<file path="config.mk">
export PLATFORM = sky130hd
export DESIGN_NAME = rv32im_instruction_encoder
export DESIGN_NICKNAME = d
export VERILOG_FILES = /design/src/hw/rtl/rvenc_pkg.sv /design/src/hw/rtl/rvenc_encode.sv /design/src/hw/rtl/rv32im_instruction_encoder.sv
export VERILOG_INCLUDE_DIRS = /design/src /design/src/hw/rtl
export SDC_FILE = /design/constraint.sdc
export NUM_CORES = 1
export LEC_CHECK = 0
export BUFFER_PORTS_ARGS = -buffer_cell sky130_fd_sc_hd__buf_2
export CAP_MARGIN = 20
export CORE_MARGIN = 2
export CORE_UTILIZATION = 23
export DETAILED_ROUTE_END_ITERATION = 7
export GPL_TIMING_DRIVEN = 0
export PLACE_DENSITY = 0.47
export RECOVER_POWER = 50
export SYNTH_ARGS = -nofsm -noshare
export SYNTH_HDL_FRONTEND = slang
export SYNTH_SLANG_ARGS = --single-unit
</file>
<file path="constraint.sdc">
create_clock -name clk -period 9.3 [get_ports clk]
set_clock_uncertainty 0.05 [all_clocks]
set_input_delay 0.93 -clock clk [delete_from_list [all_inputs] [get_ports clk]]
set_output_delay 0.93 -clock clk [all_outputs]
set_load 0.1 [all_outputs]
</file>
<file path="src/hw/rtl/rv32im_instruction_encoder_macros.svh">
// Assertion macros shared by the encoder RTL.
`ifndef RV32IM_INSTRUCTION_ENCODER_MACROS_SVH
`define RV32IM_INSTRUCTION_ENCODER_MACROS_SVH

`ifndef SYNTHESIS

`define RVENC_ASSERT_SAME(lbl, ante, cons) \
    lbl: assert property (@(posedge clk) disable iff (!rst_n) (ante) |-> (cons)) \
        else $error("rvenc assertion failed");

`define RVENC_ASSERT_NEXT(lbl, ante, cons) \
    lbl: assert property (@(posedge clk) disable iff (!rst_n) (ante) |=> (cons)) \
        else $error("rvenc assertion failed");

`else

`define RVENC_ASSERT_SAME(lbl, ante, cons)

`define RVENC_ASSERT_NEXT(lbl, ante, cons)

`endif

`endif

</file>
<file path="src/hw/rtl/rvenc_pkg.sv">
// Types, opcodes and field tables for the RV32IM instruction encoder.
`default_nettype none

package rvenc_pkg;

    localparam logic [6:0] OP_R    = 7'h33;
    localparam logic [6:0] OP_I    = 7'h13;
    localparam logic [6:0] OP_B    = 7'h63;
    localparam logic [6:0] OP_S    = 7'h23;
    localparam logic [6:0] OP_L    = 7'h03;
    localparam logic [6:0] OP_JAL  = 7'h6F;
    localparam logic [6:0] OP_JALR = 7'h67;

    localparam logic [6:0] F7_BASE = 7'h00;
    localparam logic [6:0] F7_ALT  = 7'h20;
    localparam logic [6:0] F7_MULDIV = 7'h01;

    localparam logic [31:0] PC_STEP = 32'd4;

    typedef enum logic [5:0] {
        FN_ADD, FN_SUB, FN_SLL, FN_SLT, FN_SLTU, FN_XOR, FN_SRL, FN_SRA,
        FN_OR, FN_AND, FN_MUL, FN_DIV, FN_DIVU, FN_REM, FN_REMU,
        FN_ADDI, FN_SLTI, FN_SLTIU, FN_XORI, FN_ORI, FN_ANDI,
        FN_SLLI, FN_SRLI, FN_SRAI,
        FN_LB, FN_LH, FN_LW, FN_LBU, FN_LHU,
        FN_SB, FN_SH, FN_SW,
        FN_BEQ, FN_BNE, FN_BLT, FN_BGE, FN_BLTU, FN_BGEU,
        FN_JAL, FN_JALR,
        FN_MV, FN_LI, FN_J, FN_JR, FN_RET, FN_NOP, FN_BLE, FN_BGT,
        FN_BEQZ, FN_BNEZ, FN_BGEZ, FN_BLTZ, FN_SEQZ, FN_SNEZ, FN_SLTZ, FN_SGTZ
    } func_t;

    typedef enum logic [1:0] {
        ST_OK,
        ST_ODD_OFFSET,
        ST_UNKNOWN_OP
    } status_t;

    typedef struct packed {
        logic [5:0]  func;
        logic [4:0]  dest_reg;
        logic [4:0]  src1_reg;
        logic [4:0]  src2_reg;
        logic [31:0] immediate;
        logic        use_label;
        logic [31:0] label_address;
        logic [31:0] pc;
    } item_t;

    typedef struct packed {
        logic [31:0] machine_word;
        status_t     status;
    } result_t;

    function automatic logic [2:0] funct3_of(input func_t f);
        logic [2:0] f3;
        f3 = 3'd0;
        unique case (f)
            FN_SLL, FN_SLLI, FN_LH, FN_SH, FN_BNE:          f3 = 3'd1;
            FN_SLT, FN_SLTI, FN_LW, FN_SW:                  f3 = 3'd2;
            FN_SLTU, FN_SLTIU:                              f3 = 3'd3;
            FN_XOR, FN_DIV, FN_XORI, FN_LBU, FN_BLT:        f3 = 3'd4;
            FN_SRL, FN_SRA, FN_DIVU, FN_SRLI, FN_SRAI,
            FN_LHU, FN_BGE:                                 f3 = 3'd5;
            FN_OR, FN_REM, FN_ORI, FN_BLTU:                 f3 = 3'd6;
            FN_AND, FN_REMU, FN_ANDI, FN_BGEU:              f3 = 3'd7;
            default:                                        f3 = 3'd0;
        endcase
        return f3;
    endfunction

    function automatic logic [6:0] funct7_of(input func_t f);
        logic [6:0] f7;
        f7 = F7_BASE;
        unique case (f)
            FN_SUB, FN_SRA, FN_SRAI:                        f7 = F7_ALT;
            FN_MUL, FN_DIV, FN_DIVU, FN_REM, FN_REMU:       f7 = F7_MULDIV;
            default:                                        f7 = F7_BASE;
        endcase
        return f7;
    endfunction

endpackage

`default_nettype wire

</file>
<file path="src/hw/rtl/rvenc_encode.sv">
// Combinational pseudo expansion and RV32IM field packing for one request.
`default_nettype none

module rvenc_encode (
    input  rvenc_pkg::item_t   item,
    output rvenc_pkg::result_t result
);

    rvenc_pkg::func_t f;
    logic [4:0]       rd;
    logic [4:0]       a;
    logic [4:0]       b;
    logic [31:0]      imm;
    logic [31:0]      off;
    logic [2:0]       f3;
    logic [6:0]       f7;

    always_comb
    begin
        f   = rvenc_pkg::func_t'(item.func);
        rd  = item.dest_reg;
        a   = item.src1_reg;
        b   = item.src2_reg;
        imm = item.immediate;

        // expand pseudo forms into their base instruction
        unique case (f)
            rvenc_pkg::FN_MV:
            begin
                f = rvenc_pkg::FN_ADDI; imm = '0;
            end
            rvenc_pkg::FN_LI:
            begin
                f = rvenc_pkg::FN_ADDI; a = '0;
            end
            rvenc_pkg::FN_J:
            begin
                f = rvenc_pkg::FN_JAL; rd = '0;
            end
            rvenc_pkg::FN_JR:
            begin
                f = rvenc_pkg::FN_JALR; rd = '0; imm = '0;
            end
            rvenc_pkg::FN_RET:
            begin
                f = rvenc_pkg::FN_JALR; rd = '0; a = 5'd1; imm = '0;
            end
            rvenc_pkg::FN_NOP:
            begin
                f = rvenc_pkg::FN_ADDI; rd = '0; a = '0; imm = '0;
            end
            rvenc_pkg::FN_BLE:
            begin
                f = rvenc_pkg::FN_BGE; a = item.src2_reg; b = item.src1_reg;
            end
            rvenc_pkg::FN_BGT:
            begin
                f = rvenc_pkg::FN_BLT; a = item.src2_reg; b = item.src1_reg;
            end
            rvenc_pkg::FN_BEQZ:
            begin
                f = rvenc_pkg::FN_BEQ; b = '0;
            end
            rvenc_pkg::FN_BNEZ:
            begin
                f = rvenc_pkg::FN_BNE; b = '0;
            end
            rvenc_pkg::FN_BGEZ:
            begin
                f = rvenc_pkg::FN_BGE; b = '0;
            end
            rvenc_pkg::FN_BLTZ:
            begin
                f = rvenc_pkg::FN_BLT; b = '0;
            end
            rvenc_pkg::FN_SEQZ:
            begin
                f = rvenc_pkg::FN_SLTIU; imm = 32'd1;
            end
            rvenc_pkg::FN_SNEZ:
            begin
                f = rvenc_pkg::FN_SLTU; b = item.src1_reg; a = '0;
            end
            rvenc_pkg::FN_SLTZ:
            begin
                f = rvenc_pkg::FN_SLT; b = '0;
            end
            rvenc_pkg::FN_SGTZ:
            begin
                f = rvenc_pkg::FN_SLT; b = item.src1_reg; a = '0;
            end
            default:
            begin
                f = rvenc_pkg::func_t'(item.func);
            end
        endcase

        off = item.use_label ? (item.label_address - item.pc) : imm;
        f3  = rvenc_pkg::funct3_of(f);
        f7  = rvenc_pkg::funct7_of(f);

        result.machine_word = '0;
        result.status       = rvenc_pkg::ST_OK;

        priority if (f <= rvenc_pkg::FN_REMU)
        begin
            result.machine_word = {f7, b, a, f3, rd, rvenc_pkg::OP_R};
        end
        else if (f <= rvenc_pkg::FN_ANDI)
        begin
            result.machine_word = {imm[11:0], a, f3, rd, rvenc_pkg::OP_I};
        end
        else if (f <= rvenc_pkg::FN_SRAI)
        begin
            result.machine_word = {f7, imm[4:0], a, f3, rd, rvenc_pkg::OP_I};
        end
        else if (f <= rvenc_pkg::FN_LHU)
        begin
            result.machine_word = {imm[11:0], a, f3, rd, rvenc_pkg::OP_L};
        end
        else if (f <= rvenc_pkg::FN_SW)
        begin
            result.machine_word = {imm[11:5], b, a, f3, imm[4:0], rvenc_pkg::OP_S};
        end
        else if (f <= rvenc_pkg::FN_JAL)
        begin
            priority if (off[0])
            begin
                result.status = rvenc_pkg::ST_ODD_OFFSET;
            end
            else if (f == rvenc_pkg::FN_JAL)
            begin
                result.machine_word = {off[20], off[10:1], off[11], off[19:12], rd,
                                       rvenc_pkg::OP_JAL};
            end
            else
            begin
                result.machine_word = {off[12], off[10:5], b, a, f3, off[4:1], off[11],
                                       rvenc_pkg::OP_B};
            end
        end
        else if (f == rvenc_pkg::FN_JALR)
        begin
            result.machine_word = {imm[11:0], a, 3'd0, rd, rvenc_pkg::OP_JALR};
        end
        else
        begin
            result.status = rvenc_pkg::ST_UNKNOWN_OP;
        end
    end

endmodule

`default_nettype wire

</file>
<file path="src/hw/rtl/rv32im_instruction_encoder.sv">
// Top level of the RV32IM instruction encoder: request register, encoder, result register.
// Usage:
//   Request channel (req_valid / req_stall) carries one tokenized instruction: func,
//   dest_reg, src1_reg, src2_reg, immediate, use_label and label_address.
//   Response channel (rsp_valid / rsp_stall) returns machine_word and status
//   (ok, odd branch or jump offset, unknown operation; machine_word is zero on error).
//   A request is taken at a rising edge with valid high and stall low.
//   The program counter that labels are measured against starts at 0 and advances
//   by 4 on every accepted request, errors included, wrapping at 2^32.
// Path: an accepted request is held in the request register, encoded combinationally, and
//   then captured in the result register, which drives the response.
// Throughput: one instruction per cycle unless rsp_stall holds; the request register feeds
//   the encoder and result register; each stage advances whenever the next one is free.
// Stall: while rsp_stall holds a response, one further request is still taken into
//   the request register; req_stall rises only once both registers are full.
// Reset: rst_n low clears the program counter and both valid flags at once;
//   no response is pending after reset.
`default_nettype none

module rv32im_instruction_encoder (
    input  wire logic               clk,
    input  wire logic               rst_n,
    input  wire logic               req_valid,
    output logic                    req_stall,
    input  wire logic [5:0]         func,
    input  wire logic [4:0]         dest_reg,
    input  wire logic [4:0]         src1_reg,
    input  wire logic [4:0]         src2_reg,
    input  wire logic signed [31:0] immediate,
    input  wire logic               use_label,
    input  wire logic [31:0]        label_address,
    output logic                    rsp_valid,
    input  wire logic               rsp_stall,
    output logic [31:0]             machine_word,
    output logic [1:0]              status
);

`include "rv32im_instruction_encoder_macros.svh"

    logic [31:0]        pc_cnt_reg;
    logic [31:0]        pc_cnt_next;
    logic               s1_valid_reg;
    logic               s1_valid_next;
    rvenc_pkg::item_t   s1_item_reg;
    rvenc_pkg::item_t   s1_item_next;
    logic               rsp_valid_reg;
    logic               rsp_valid_next;
    rvenc_pkg::result_t rsp_reg;
    rvenc_pkg::result_t enc_result;
    logic               s2_free;
    logic               req_accept;

    assign s2_free    = !rsp_valid_reg || !rsp_stall;
    assign req_stall  = s1_valid_reg && !s2_free;
    assign req_accept = req_valid && !req_stall;

    always_comb
    begin
        pc_cnt_next    = req_accept ? (pc_cnt_reg + rvenc_pkg::PC_STEP) : pc_cnt_reg;
        s1_valid_next  = req_stall ? 1'b1 : req_valid;
        rsp_valid_next = s2_free ? s1_valid_reg : 1'b1;

        s1_item_next.func          = func;
        s1_item_next.dest_reg      = dest_reg;
        s1_item_next.src1_reg      = src1_reg;
        s1_item_next.src2_reg      = src2_reg;
        s1_item_next.immediate     = immediate;
        s1_item_next.use_label     = use_label;
        s1_item_next.label_address = label_address;
        s1_item_next.pc            = pc_cnt_reg;
    end

    always_ff @(posedge clk or negedge rst_n)
    begin
        if (!rst_n)
        begin
            pc_cnt_reg    <= '0;
            s1_valid_reg  <= 1'b0;
            rsp_valid_reg <= 1'b0;
        end
        else
        begin
            pc_cnt_reg    <= pc_cnt_next;
            s1_valid_reg  <= s1_valid_next;
            rsp_valid_reg <= rsp_valid_next;
        end
    end

    // hold the request while the result register is blocked
    always_ff @(posedge clk)
    begin
        if (req_accept)
        begin
            s1_item_reg <= s1_item_next;
        end
        if (s2_free)
        begin
            rsp_reg <= enc_result;
        end
    end

    rvenc_encode u_encode (
        .item   (s1_item_reg),
        .result (enc_result)
    );

    assign rsp_valid    = rsp_valid_reg;
    assign machine_word = rsp_reg.machine_word;
    assign status       = rsp_reg.status;

    `RVENC_ASSERT_SAME(a_error_zero_word,
        rsp_valid_reg && status != rvenc_pkg::ST_OK, machine_word == 32'd0)
    `RVENC_ASSERT_SAME(a_status_legal, rsp_valid_reg,
        status == rvenc_pkg::ST_OK || status == rvenc_pkg::ST_ODD_OFFSET ||
        status == rvenc_pkg::ST_UNKNOWN_OP)
    `RVENC_ASSERT_NEXT(a_pc_advance, req_accept,
        pc_cnt_reg == $past(pc_cnt_reg) + rvenc_pkg::PC_STEP)
    `RVENC_ASSERT_NEXT(a_pc_hold, !req_accept, $stable(pc_cnt_reg))
    `RVENC_ASSERT_SAME(a_stall_needs_full, req_stall, s1_valid_reg && rsp_valid_reg)

endmodule

`default_nettype wire
</file>
==> impl_metrics.env <==
export IMPL_run_status="finished with violations"
export IMPL_failed_checks="max-capacitance violations, max-slew violations"
export IMPL_end_kind="flop"
export IMPL_timing_critical_path_mode_cell="nand3_1"
export IMPL_avgViaCountPerCell=4.783
export IMPL_drt_first_pass_iters=6
export IMPL_cts_clk_slew_worst_paths_ns=0.06
export IMPL_setup_violations=0
export IMPL_drive_gt1_share_pct=20.40
export IMPL_critPathTopFamily="buffers and inverters"
export IMPL_seq_area_frac_synth_pct=54.09
export IMPL_design_die_area_um2=33670
export IMPL_final_period_minus_worst_setup_slack_ns=4.313
export IMPL_grt_overflow=0
export IMPL_clock_latency_on_the_worst_skew_pair_ns=0.42
export IMPL_synth_main_ff_cell="edfxtp_1"
export IMPL_fp_coreArea_um2=31640
export IMPL_tritoncts="done"
export IMPL_drt_first_iter_violations=451
export IMPL_chipHeight_um=183.5
export IMPL_placed_cell_area_um2=8471
export IMPL_critical_path_startpoint_type="primary input"
export IMPL_fin_crit_sh_pct=46.37
export IMPL_most_common_layout_cells="edfxtp_1, buf_2, nand2_1"
export IMPL_postSynthRegisterBits=137
export IMPL_crit_slowest_cell="clkbuf_1"
export IMPL_finalHoldViolations=0
export IMPL_cts_num_sinks=137
export IMPL_syn_area_per_cell_um2=11.28
export IMPL_cts_root_buf="clkbuf_16"
export IMPL_routed_wl_mm=21.89
export IMPL_antenna_found_initial=0
export IMPL_cts_htree_levels=4
export IMPL_antenna_diode_count=0
export IMPL_drv_max_cap_violation_count=2
export IMPL_cellLeakagePower_uw=0.003637
export IMPL_gpl_final_weighted_congestion=0.8757
export IMPL_post_synth_instance_area_um2=7411
export IMPL_cts_path_max_buffers=2
export IMPL_maximum_number_of_pins_on_one_net_before_global_route_repair=48
export IMPL_detail_route_wl_per_cell_um=18.30
export IMPL_dpl_hpwl_mm=16.58
export IMPL_count_of_hold_fix_buffers_inserted_at_cts=0
export IMPL_synth_edf_count=116
export IMPL_post_synthesis_net_count=777
export IMPL_largest_reg_flops=83
export IMPL_numPortBuffers=103
export IMPL_design_final_nets=901
export IMPL_rsz_0062_raised_after_global_routing="no"
export IMPL_postCtsSetupRepairBufs=0
export IMPL_layout_cells_most_common="edfxtp_1"
export IMPL_crit_path_max_fanout=47
export IMPL_syn_to_final_growth_pct=22.08
export IMPL_syn_inst=657
export IMPL_setup_tns_final_ns=0
export IMPL_die_width_um=183.5
export IMPL_crit_path_max_incr_delay_ns=1.81
export IMPL_critical_path_buf_inv_count=2
export IMPL_relSlewSlack_pct=-71.80
export IMPL_starting_utilization_of_the_core_area_pct=23.42
export IMPL_num_vias=5721
export IMPL_grt_pass1_wl_mm=32.90
export IMPL_postSynth_asyncResetShare_pct=15.33
export IMPL_floorplan_io_pins=126
export IMPL_powerDensity_nw_per_um2=218.8
export IMPL_fp_row_count=65
export IMPL_slew_viol_final=82
export IMPL_worstPathArrival_ns=4.57
export IMPL_slack_of_the_worst_reg_to_reg_path_ns=5.16
export IMPL_max_vdd_ir_drop_mv=0.1142
export IMPL_post_route_drc_count=0
export IMPL_synth_distinct_cells=86
export IMPL_global_route_usage_total_pct=13.19
export IMPL_detail_route_antenna_nets=0
export IMPL_cts_buffers_inserted=17
export IMPL_transition_time_at_the_pin_with_the_least_slew_margin_ns=2.577
export IMPL_required_ns=9.56
export IMPL_synth_yosys_warnings=0
export IMPL_grt_pass1_vias=5436
export IMPL_worstPathCellList="clkbuf_1 -> nand3_1 -> and2_0 -> clkbuf_1 -> nand3_1 -> nor4_1 -> nand3_1 -> xnor2_1"
export IMPL_hold_path_class="reg -> reg"
export IMPL_max_freq_mhz=231.9
export IMPL_design_area_um2=9047
export IMPL_timing_worst_setup_path_type="in -> reg"
export IMPL_cts_resized=0
-- Yosys cell counts (all sizes together), types with 11 or more instances --
master / count / area share, %
mux2i: 11 / 1.5
nand2: 62 / 3.1
xor2: 11 / 1.3
ha: 29 / 4.9
nand3: 20 / 1.4
a21oi: 23 / 1.6
a31oi: 11 / 0.93
inv: 37 / 1.9
nor2: 40 / 2.2
buf: 20 / 1.6
nand2b: 12 / 1.0
edfxtp: 116 / 47
xnor2: 19 / 2.2
dfrtp: 21 / 7.1
o21ai: 31 / 2.1
-- through the flow --
stage          utilization [%]  total power (µW)  setup WS [ns]  hold WS (ns)  instances
2_1_floorplan                -              1157          4.315        0.3854        657
3_3_place_gp             26.64              1296          2.340        0.3961       1162
3_5_place_dp             26.77              1296          5.466        0.4032       1164
4_1_cts                  28.67              2002          5.427        0.4228       1196
5_1_grt                  28.60              2070          4.519        0.4260       1196
6_report                 28.60              1980          4.987        0.4163       1196
-- routing by layer --
layer	wire [µm]	GRT usage, %	vias to the layer above
met5	0	0	-
met1	9413	16.72	2790
met3	1041	2.536	30
li1	-	-	2732
met4	610	5.280	0
met2	10830	22.10	169
-- cell type report --
cell class,count,area (µm²)
plain buffers,27,141.4
clock buffers,18,439.2
clock inverters,14,161.4
fillers,3282,22590
inverters,38,142.6
multi-input cells,455,3118
flip-flops and latches,137,4009
well taps,402,503.0
repair buffers,105,533.0
-- power breakdown --
| group | switching [µW] | leakage [µW] | internal, µW | total [µW] |
|---|---|---|---|---|
| sequential | 38.5 | 0.00142 | 745 | 783 |
| combinational | 365 | 0.00193 | 136 | 501 |
| clock | 287 | 0.000290 | 408 | 696 |
| total | 690 | 0.00364 | 1290 | 1980 |
-- cells by family after synthesis --
group | count (synthesis) | share of synthesized area, %
AO/OA/AOI/OAI | 175 | 17.27
XOR/XNOR | 30 | 3.545
adder cells (fa/ha/maj) | 30 | 5.166
buffers and inverters | 65 | 3.832
flip-flops | 137 | 54.09
multiplexers | 13 | 1.790
AND/OR/NAND/NOR | 207 | 14.30
-- worst paths after layout --
| check | startpoint | endpoint | cells past startpoint |
|---|---|---|---|
| max | rsp_stall | pc_cnt_reg[17]$_DFFE_PN0P_ | 8 |
| min | pc_cnt_reg[20]$_DFFE_PN0P_ | pc_cnt_reg[20]$_DFFE_PN0P_ | 1 |
| min reg2reg | pc_cnt_reg[20]$_DFFE_PN0P_ | pc_cnt_reg[20]$_DFFE_PN0P_ | 1 |
| max reg2reg | rsp_valid$_DFF_PN0_ | pc_cnt_reg[17]$_DFFE_PN0P_ | 7 |
| max in group asynchronous | rst_n | pc_cnt_reg[5]$_DFFE_PN0P_ | 1 |
| min in group asynchronous | rst_n | s1_valid_reg$_DFF_PN0_ | 1 |
(Power assumes the default switching activity.)
